**src/rtl/core/tfp_pkg.sv**
```systemverilog
// Shared types and constants for the thruster force-to-pulse block.
// Item structs, curve codes, fixed-point widths and reciprocal constants.
// No dependencies.
package tfp_pkg;

  // Field widths
  localparam int IDX_W   = 3;
  localparam int FORCE_W = 16;
  localparam int PULSE_W = 11;

  // Thruster set and direction mask
  localparam int THRUSTER_COUNT = 6;
  localparam int MASK_BITS      = 6;
  localparam int DIR_LIMIT      = (THRUSTER_COUNT < MASK_BITS) ? THRUSTER_COUNT : MASK_BITS;
  localparam int MASK_EXT       = 1 << IDX_W;

  // Q format of the force
  localparam int FORCE_FRAC_BITS = 8;

  // Power widths: |f|, f^2, f^3
  localparam int SQ_W = 2 * FORCE_W;
  localparam int CU_W = 3 * FORCE_W;

  // Signed numerator width, covers the cubic curve over the whole Q range
  localparam int NUM_W = ((3 * FORCE_FRAC_BITS > 22) ? 3 * FORCE_FRAC_BITS : 22) + 27;

  // Quotient before the final divide by 10 or 100, and reciprocal multiply
  localparam int X_W         = 18;
  localparam int RECIP_W     = 21;
  localparam int RECIP_SHIFT = 24;
  localparam logic [RECIP_W-1:0] RECIP_DIV10  = RECIP_W'(1677722);
  localparam logic [RECIP_W-1:0] RECIP_DIV100 = RECIP_W'(167773);

  // Pulse limits in microseconds
  localparam logic [PULSE_W-1:0] PULSE_MIN = PULSE_W'(1000);
  localparam logic [PULSE_W-1:0] PULSE_MID = PULSE_W'(1500);
  localparam logic [PULSE_W-1:0] PULSE_MAX = PULSE_W'(2000);

  // Which curve an item uses
  typedef enum logic [1:0] {
    CURVE_CW_POS  = 2'd0,
    CURVE_CCW_POS = 2'd1,
    CURVE_CW_NEG  = 2'd2,
    CURVE_CCW_NEG = 2'd3
  } curve_t;

  // Input item
  typedef struct packed {
    logic [IDX_W-1:0]          thruster_index;
    logic signed [FORCE_W-1:0] force_q8_8;
  } cmd_t;

  // Result item
  typedef struct packed {
    logic [IDX_W-1:0]   thruster_id;
    logic [PULSE_W-1:0] pulse_us;
  } pulse_t;

  // Power stages to numerator stages
  typedef struct packed {
    logic             valid;
    logic [IDX_W-1:0] id;
    curve_t           curve;
    logic             zero;
    logic [FORCE_W-1:0] f;
    logic [SQ_W-1:0]    f2;
    logic [CU_W-1:0]    f3;
  } pow_t;

  // Clamp stage to final scale stage
  typedef struct packed {
    logic               valid;
    logic [IDX_W-1:0]   id;
    logic               sat;
    logic [PULSE_W-1:0] sat_val;
    logic [X_W-1:0]     x;
    logic               div100;
  } scl_t;

endpackage

```
**src/rtl/core/tfp_power.sv**
```systemverilog
// Front of the pipeline: decode, magnitude, square and cube of the force.
// Three register stages. Depends on tfp_pkg.
module tfp_power
  import tfp_pkg::*;
(
  input  logic                 clk,
  input  logic                 rst,
  input  logic                 en,
  input  logic                 cmd_valid,
  input  cmd_t                 cmd,
  input  logic [MASK_BITS-1:0] dir_mask,
  output pow_t                 pw
);

  // Stage A: decoded item
  logic               a_valid;
  logic [IDX_W-1:0]   a_id;
  curve_t             a_curve;
  logic               a_zero;
  logic [FORCE_W-1:0] a_f;

  // Stage B: square
  logic               b_valid;
  logic [IDX_W-1:0]   b_id;
  curve_t             b_curve;
  logic               b_zero;
  logic [FORCE_W-1:0] b_f;
  logic [SQ_W-1:0]    b_f2;

  // Stage C: cube
  logic               c_valid;
  logic [IDX_W-1:0]   c_id;
  curve_t             c_curve;
  logic               c_zero;
  logic [FORCE_W-1:0] c_f;
  logic [SQ_W-1:0]    c_f2;
  logic [CU_W-1:0]    c_f3;

  logic                neg;
  logic                ccw;
  logic [MASK_EXT-1:0] mask_ext;
  logic [FORCE_W-1:0]  mag;
  curve_t              curve_next;

  // Direction lookup; indexes past the mask read as clockwise
  assign mask_ext = {{(MASK_EXT - MASK_BITS){1'b0}}, dir_mask};
  assign ccw = ({1'b0, cmd.thruster_index} < (IDX_W + 1)'(DIR_LIMIT)) &&
               mask_ext[cmd.thruster_index];
  assign neg = cmd.force_q8_8[FORCE_W-1];
  // Most negative force wraps to its true magnitude as unsigned
  assign mag = neg ? (~cmd.force_q8_8 + FORCE_W'(1)) : cmd.force_q8_8;

  always_comb begin
    case ({neg, ccw})
      2'b00:   curve_next = CURVE_CW_POS;
      2'b01:   curve_next = CURVE_CCW_POS;
      2'b10:   curve_next = CURVE_CW_NEG;
      default: curve_next = CURVE_CCW_NEG;
    endcase
  end

  // Valid bits
  always_ff @(posedge clk) begin
    if (rst) begin
      a_valid <= 1'b0;
      b_valid <= 1'b0;
      c_valid <= 1'b0;
    end else if (en) begin
      a_valid <= cmd_valid;
      b_valid <= a_valid;
      c_valid <= b_valid;
    end
  end

  // Payload
  always_ff @(posedge clk) begin
    if (en) begin
      a_id    <= cmd.thruster_index;
      a_curve <= curve_next;
      a_zero  <= (cmd.force_q8_8 == '0);
      a_f     <= mag;

      b_id    <= a_id;
      b_curve <= a_curve;
      b_zero  <= a_zero;
      b_f     <= a_f;
      b_f2    <= SQ_W'(a_f) * SQ_W'(a_f);

      c_id    <= b_id;
      c_curve <= b_curve;
      c_zero  <= b_zero;
      c_f     <= b_f;
      c_f2    <= b_f2;
      c_f3    <= CU_W'(b_f2) * CU_W'(b_f);
    end
  end

  assign pw = '{valid: c_valid, id: c_id, curve: c_curve, zero: c_zero,
                f: c_f, f2: c_f2, f3: c_f3};

endmodule

```
**src/rtl/core/tfp_poly.sv**
```systemverilog
// Middle of the pipeline: curve numerator, then scale and clamp.
// Two register stages. Depends on tfp_pkg.
module tfp_poly
  import tfp_pkg::*;
(
  input  logic clk,
  input  logic rst,
  input  logic en,
  input  pow_t pw,
  output scl_t sc
);

  localparam int SH1 = FORCE_FRAC_BITS;
  localparam int SH2 = 2 * FORCE_FRAC_BITS;
  localparam int SH3 = 3 * FORCE_FRAC_BITS;

  // Curve coefficients, scaled so every curve is exact in integers
  localparam logic signed [NUM_W-1:0] K3     = NUM_W'(3);
  localparam logic signed [NUM_W-1:0] K7     = NUM_W'(7);
  localparam logic signed [NUM_W-1:0] K160   = NUM_W'(160);
  localparam logic signed [NUM_W-1:0] K310   = NUM_W'(310);
  localparam logic signed [NUM_W-1:0] K321   = NUM_W'(321);
  localparam logic signed [NUM_W-1:0] K377   = NUM_W'(377);
  localparam logic signed [NUM_W-1:0] K3570  = NUM_W'(3570);
  localparam logic signed [NUM_W-1:0] C_CWP  = NUM_W'(14875) <<< SH2;
  localparam logic signed [NUM_W-1:0] C_CCWP = NUM_W'(149640) <<< SH3;
  localparam logic signed [NUM_W-1:0] C_CWN  = NUM_W'(15270) <<< SH2;
  localparam logic signed [NUM_W-1:0] C_CCWN = NUM_W'(15219) <<< SH2;

  // Clamp limits on the shifted numerator (pulse limit times divisor)
  localparam logic signed [NUM_W-1:0] L_1E4   = NUM_W'(10000);
  localparam logic signed [NUM_W-1:0] L_15E3  = NUM_W'(15000);
  localparam logic signed [NUM_W-1:0] L_2E4   = NUM_W'(20000);
  localparam logic signed [NUM_W-1:0] L_1E5   = NUM_W'(100000);
  localparam logic signed [NUM_W-1:0] L_15E4  = NUM_W'(150000);

  // Stage D: numerator
  logic                    d_valid;
  logic [IDX_W-1:0]        d_id;
  curve_t                  d_curve;
  logic                    d_zero;
  logic signed [NUM_W-1:0] d_num;

  // Stage E: clamp result
  logic               e_valid;
  logic [IDX_W-1:0]   e_id;
  logic               e_sat;
  logic [PULSE_W-1:0] e_sat_val;
  logic [X_W-1:0]     e_x;
  logic               e_div100;

  logic signed [NUM_W-1:0] fe, f2e, f3e, fs1, fs2, f2s1;
  logic signed [NUM_W-1:0] num_next;
  logic signed [NUM_W-1:0] t, lo_c, hi_c;
  logic [PULSE_W-1:0]      lo_p, hi_p;
  logic                    sat_next;
  logic [PULSE_W-1:0]      sat_val_next;

  assign fe   = signed'(NUM_W'(pw.f));
  assign f2e  = signed'(NUM_W'(pw.f2));
  assign f3e  = signed'(NUM_W'(pw.f3));
  assign fs1  = fe <<< SH1;
  assign fs2  = fe <<< SH2;
  assign f2s1 = f2e <<< SH1;

  // Numerator of the selected curve
  always_comb begin
    case (pw.curve)
      CURVE_CW_POS:  num_next = (f2e <<< 2) - K321 * fs1 + C_CWP;
      CURVE_CCW_POS: num_next = K160 * f2s1 - K3 * f3e - K3570 * fs2 + C_CCWP;
      CURVE_CW_NEG:  num_next = K377 * fs1 - K7 * f2e + C_CWN;
      default:       num_next = K310 * fs1 - (f2e <<< 2) + C_CCWN;
    endcase
  end

  // Drop the Q fraction (floor) and pick the clamp window
  always_comb begin
    case (d_curve)
      CURVE_CW_POS: begin
        t = d_num >>> SH2; lo_c = L_1E4;  hi_c = L_15E3;
        lo_p = PULSE_MIN;  hi_p = PULSE_MID;
      end
      CURVE_CCW_POS: begin
        t = d_num >>> SH3; lo_c = L_1E5;  hi_c = L_15E4;
        lo_p = PULSE_MIN;  hi_p = PULSE_MID;
      end
      default: begin
        t = d_num >>> SH2; lo_c = L_15E3; hi_c = L_2E4;
        lo_p = PULSE_MID;  hi_p = PULSE_MAX;
      end
    endcase
  end

  always_comb begin
    sat_next     = 1'b1;
    sat_val_next = PULSE_MID;
    if (d_zero) begin
      sat_val_next = PULSE_MID;
    end else if (t < lo_c) begin
      sat_val_next = lo_p;
    end else if (t >= hi_c) begin
      sat_val_next = hi_p;
    end else begin
      sat_next = 1'b0;
    end
  end

  // Valid bits
  always_ff @(posedge clk) begin
    if (rst) begin
      d_valid <= 1'b0;
      e_valid <= 1'b0;
    end else if (en) begin
      d_valid <= pw.valid;
      e_valid <= d_valid;
    end
  end

  // Payload
  always_ff @(posedge clk) begin
    if (en) begin
      d_id      <= pw.id;
      d_curve   <= pw.curve;
      d_zero    <= pw.zero;
      d_num     <= num_next;

      e_id      <= d_id;
      e_sat     <= sat_next;
      e_sat_val <= sat_val_next;
      e_x       <= t[X_W-1:0];
      e_div100  <= (d_curve == CURVE_CCW_POS);
    end
  end

  assign sc = '{valid: e_valid, id: e_id, sat: e_sat, sat_val: e_sat_val,
                x: e_x, div100: e_div100};

endmodule

```
**src/rtl/core/tfp_scale.sv**
```systemverilog
// Last pipeline stage: divide by 10 or 100 through a reciprocal multiply,
// and the output register. Depends on tfp_pkg.
module tfp_scale
  import tfp_pkg::*;
(
  input  logic   clk,
  input  logic   rst,
  input  logic   en,
  input  scl_t   sc,
  output logic   pulse_valid,
  output pulse_t pulse
);

  logic [RECIP_W-1:0]     recip;
  logic [X_W+RECIP_W-1:0] prod;
  logic [PULSE_W-1:0]     quot;

  // Truncating divide; exact over the unclamped quotient range
  assign recip = sc.div100 ? RECIP_DIV100 : RECIP_DIV10;
  assign prod  = (X_W + RECIP_W)'(sc.x) * (X_W + RECIP_W)'(recip);
  assign quot  = prod[RECIP_SHIFT +: PULSE_W];

  always_ff @(posedge clk) begin
    if (rst) begin
      pulse_valid <= 1'b0;
    end else if (en) begin
      pulse_valid <= sc.valid;
    end
  end

  always_ff @(posedge clk) begin
    if (en) begin
      pulse.thruster_id <= sc.id;
      pulse.pulse_us    <= sc.sat ? sc.sat_val : quot;
    end
  end

endmodule

```
**src/rtl/core/thruster_force_to_pulse.sv**
```systemverilog
// Top level of the thruster force-to-pulse converter: direction register,
// pipeline enable and the three pipeline sections. Depends on tfp_pkg,
// tfp_power, tfp_poly and tfp_scale.
//
// Usage:
//   cmd channel: an item (thruster index, signed Q8.8 force) is taken at a
//   rising edge with cmd_valid high and cmd_stall low.
//   pulse channel: an item (thruster id, pulse width in us) is taken at a
//   rising edge with pulse_valid high and pulse_stall low.
//   cfg_we/cfg_wdata write the 6-bit direction mask (1 = counter-clockwise);
//   write it only while no item is in flight.
// Pipeline: six register stages (decode, square, cube, numerator, clamp,
//   divide/output).
// Throughput: one item per cycle unless stalled; the pipeline moves as one unit.
// Stall: while pulse_stall holds a waiting result, the whole pipeline
//   freezes and cmd_stall is raised; nothing is dropped or repeated.
// Reset: synchronous rst clears every valid bit and the mask to clockwise.
module thruster_force_to_pulse
  import tfp_pkg::*;
(
  input  logic                 clk,
  input  logic                 rst,
  input  logic                 cmd_valid,
  output logic                 cmd_stall,
  input  cmd_t                 cmd,
  output logic                 pulse_valid,
  input  logic                 pulse_stall,
  output pulse_t               pulse,
  input  logic                 cfg_we,
  input  logic [MASK_BITS-1:0] cfg_wdata
);

  logic [MASK_BITS-1:0] dir_mask;
  logic                 en;
  pow_t                 pw;
  scl_t                 sc;

  // Direction mask register
  always_ff @(posedge clk) begin
    if (rst) begin
      dir_mask <= '0;
    end else if (cfg_we) begin
      dir_mask <= cfg_wdata;
    end
  end

  // Pipeline advances unless the output item is held
  assign en        = !(pulse_valid && pulse_stall);
  assign cmd_stall = !en;

  tfp_power u_power (
    .clk       (clk),
    .rst       (rst),
    .en        (en),
    .cmd_valid (cmd_valid),
    .cmd       (cmd),
    .dir_mask  (dir_mask),
    .pw        (pw)
  );

  tfp_poly u_poly (
    .clk (clk),
    .rst (rst),
    .en  (en),
    .pw  (pw),
    .sc  (sc)
  );

  tfp_scale u_scale (
    .clk         (clk),
    .rst         (rst),
    .en          (en),
    .sc          (sc),
    .pulse_valid (pulse_valid),
    .pulse       (pulse)
  );

endmodule

```
**config.mk**
```make
export PLATFORM = sky130hd
export DESIGN_NAME = thruster_force_to_pulse
export DESIGN_NICKNAME = d
export VERILOG_FILES = /design/src/rtl/core/tfp_pkg.sv /design/src/rtl/core/tfp_power.sv /design/src/rtl/core/tfp_poly.sv /design/src/rtl/core/tfp_scale.sv /design/src/rtl/core/thruster_force_to_pulse.sv
export SDC_FILE = /design/constraint.sdc
export NUM_CORES = 2
export LEC_CHECK = 0
export BUFFER_PORTS_ARGS = -buffer_cell sky130_fd_sc_hd__buf_2
export CORE_MARGIN = 1
export CORE_UTILIZATION = 25
export CTS_BUF_LIST = sky130_fd_sc_hd__clkbuf_8
export CTS_CLUSTER_SIZE = 40
export DETAILED_ROUTE_END_ITERATION = 8
export MAX_ROUTING_LAYER = met4
export PLACE_DENSITY = 0.36
export REMOVE_ABC_BUFFERS = 1
export SYNTH_ARGS = -nofsm -noshare
export SYNTH_HDL_FRONTEND = slang
export SYNTH_HIERARCHICAL = 1
export SYNTH_SLANG_ARGS = --single-unit
```
**constraint.sdc**
```tcl
create_clock -name clk -period 24.5 [get_ports clk]
set_input_delay 4.9 -clock clk [delete_from_list [all_inputs] [get_ports clk]]
set_output_delay 4.9 -clock clk [all_outputs]
set_load 0.05 [all_outputs]
```
==> impl_results.md <==
* Min Tclk post-route at 10.79 ns
* DRC viols at 0
* Area contributors post-synth: fa_1 33%, ha_1 18%, edfxtp_1 12%
* Tcrit/Tclk final at 0.441
* Area Overhead vs Synth at 8.40%
* Async set-reset flop share out of synthesis at 0
* CTS H-Tree Depth at 2
* Fill count at 27200
* Vias per inst at 4.40
* R2r endpoint: u_poly/d_num[46]$_DFFE_PP_
* CP arrival at 5.89 ns
* Die height at 509 µm
* Port bufs at 45
* Synth warn at 6
* CTS resizes at 0
* CP endpoint: cmd_stall
* Sequential area share after synthesis at 0.123
* Cell taking the most area after synthesis: fa_1
* Number of setup buffers added after CTS at 0
* Worst EP required at 19.60 ns
* Total GRT Usage at 0.152
* Grt total ovfl at 0
* RSZ-0062 raised after global routing: false
* Main synth FF type: edfxtp_1
* Mapped Area at 64300 µm²
* First-pass GRT wire length at 293 mm
* Worst-case reg-to-reg path depth at 29
* Post-synth EDFFs at 256
* TritonRoute pass-1 iters at 7
* Die W at 509 µm
* Syn Inst Count at 6808
* DRT iter0 DRCs at 2005
* Die ar. at 259000 µm²
* Post-route ant nets at 0
* Deepest clock path buffer count at 3
* Core Region at 255000 µm²
* Number of global-route vias before repair at 48900
* Row cnt at 185
* Average wire per standard cell at 18.3 µm
* Crit start category: input pin
* Max-Cap Viols at 0
* Gpl congestion at 0.821
* Initial Utilization at 0.252
* Maximum fanout along the worst path at 57
* Worst skew pair latency at 0.79 ns
* Top-area cell type share of the netlist area at 0.330
* TritonCTS Buffers at 58
* Largest net degree at the start of global routing at 61
* CTS Root Cell: clkbuf_8
* Routed WL at 188 mm
* TNS Setup at 0 ns
* Post-synthesis cell type count at 120
* Status: complete, no violations
* Clock-pin slew on the worst setup and hold paths at 0.06 ns
* Final setup fails at 0
* Worst Setup Path Type: in -> out
* CTS sink cnt at 268
* Hold crit path type: reg -> reg
* Slew Limit Fails at 0
* CTS tree: yes
* Mean area per synthesized cell at 9.45 µm²
* Share of layout cells above drive strength 1 at 0.0414
* FF+latch count, synth at 268
* Worst slew pin tran at 1.20 ns
* Worst Setup SP: pulse_stall
* Worst Setup End Kind: output port
* Reg2Reg Setup Slack at 14.19 ns
* Clock skew at 0.0863 ns
* Initial antenna violation count at 17
* Ports at 46
* Worst relative slew slack at 0.188
* Total number of vias at 45000
* Fmax at 0.0926 GHz
* Fin. Hold Viols at 0
* DP HPWL at 159 mm
* Post-cts hold buffer count at 0
* # nets final at 8808
* Reg2reg start: u_power/c_f[5]$_DFFE_PP_
-- cells in the mapped netlist (11+ instances only) --
library cell	count
xnor2_1	183
nand2_1	605
and3_1	41
a21oi_1	229
or2_2	13
o21a_1	45
clkbuf_1	153
or3_1	30
nand3b_1	13
fa_1	1061
ha_1	908
o211ai_1	22
dfxtp_1	12
edfxtp_1	256
o21ai_1	37
nor3_1	58
mux4_2	12
nor2_1	235
mux2i_1	21
nor4_1	13
o21bai_1	26
a21boi_0	11
o21ai_0	137
a211o_1	16
xor2_1	115
inv_1	1597
nor2b_1	39
and2_1	271
nand2b_1	47
buf_4	16
a21o_1	143
a211oi_1	43
o31ai_1	22
nand3_1	70
a31oi_1	32
nand4_1	39
-- flip-flops by register name (all words and copies together), names as in the netlist, 2 cells and up --
register          cells
u_power/a_id          3
u_power/b_f2         30
u_poly/e_id           3
u_poly/d_num         35
u_poly/d_id           3
u_power/c_f          15
u_power/c_curve       2
u_poly/e_sat_val      5
u_power/a_f          16
u_scale/pulse        14
u_power/c_f2         30
u_poly/d_curve        2
u_power/a_curve       2
u_power/c_id          3
u_power/c_f3         48
dir_mask              6
u_power/b_f          16
u_power/b_id          3
u_power/b_curve       2
u_poly/e_x           18
-- cell usage in the layout (no fill, tap or decap), types with 30 or more instances in the layout --
master       n
a211oi_1    43
a21o_1     143
a21oi_1    229
a31oi_1     32
and2_1     271
and3_1      41
buf_2       45
buf_4       55
clkbuf_8    64
conb_1      36
edfxtp_1   256
fa_1      1061
ha_1       908
inv_1     1618
nand2_1    604
nand2b_1    47
nand3_1     70
nand4_1     39
nor2_1     235
nor2b_1     39
nor3_1      58
o21a_1      45
o21ai_0    137
o21ai_1     37
or3_1       30
xnor2_1    183
xor2_1     115
-- critical path, cell delays in order --
cell     delay [ns]
buf_2          0.11
nand2_4        0.56
inv_1          0.07
buf_2          0.23
-- logic make-up after synthesis --
family          after synthesis  synth area share
buf+inv                    1788             0.107
mux                          37           0.00817
fa+ha+maj                  1969             0.507
xor+xnor                    299            0.0408
other cells                   6          0.000350
flops                       268             0.123
compound gates              916            0.0982
simple gates               1525             0.116
-- per-layer routing --
| metal | share of wire | GRT usage | up-vias | wire length [µm] |
|---|---|---|---|---|
| met5 | 0 | - | - | 0 |
| met4 | 0.017 | 0.0282 | 0 | 3270 |
| met3 | 0.024 | 0.0132 | 144 | 4590 |
| met2 | 0.47 | 0.250 | 493 | 88700 |
| met1 | 0.49 | 0.204 | 22700 | 91200 |
| li1 | - | - | 21700 | - |
-- area by class of cell --
type / count / area, µm² / share of cell area
Clock buffer: 64 / 881 / 0.0126
Timing Repair Buffer: 100 / 638 / 0.00915
Sequential cell: 268 / 7930 / 0.114
Tap cell: 3366 / 4210 / 0.0604
Inverter: 1599 / 6000 / 0.0861
Antenna cell: 9 / 22.5 / 0.000323
Multi-Input combinational cell: 4782 / 49600 / 0.712
Clock inverter: 44 / 382 / 0.00547
-- worst min path at each step --
stage | to | start | cells past startpoint | slack, ns
after floorplan | u_poly/d_id[0]$_DFFE_PP_ | u_power/c_id[0]$_DFFE_PP_ | 0 | 0.40
after global placement | u_poly/e_id[1]$_DFFE_PP_ | u_poly/d_id[1]$_DFFE_PP_ | 0 | 0.40
after detailed placement | u_power/c_id[2]$_DFFE_PP_ | u_power/b_id[2]$_DFFE_PP_ | 0 | 0.40
after CTS | u_power/b_curve[1]$_DFFE_PP_ | u_power/a_curve[1]$_DFFE_PP_ | 0 | 0.42
after global routing | u_scale/pulse[11]$_DFFE_PP_ | u_poly/e_id[0]$_DFFE_PP_ | 0 | 0.43
final | u_scale/pulse[13]$_DFFE_PP_ | u_poly/e_id[2]$_DFFE_PP_ | 0 | 0.42
-- stage by stage --
step,setup WS [ns],instances,util,hold slack [ns],area (µm²)
after floorplan,7.15,6649,-,0.400,63600
after global placement,13.63,10100,0.268,0.400,68400
after detailed placement,13.66,10100,0.268,0.405,68400
after CTS,13.66,10200,0.273,0.419,69700
after global routing,13.58,10200,0.273,0.428,69700
final,13.71,10200,0.274,0.418,69700
Power is not shown: default switching activity piles up to over one toggle a cycle in this logic, so the estimate is an artifact.
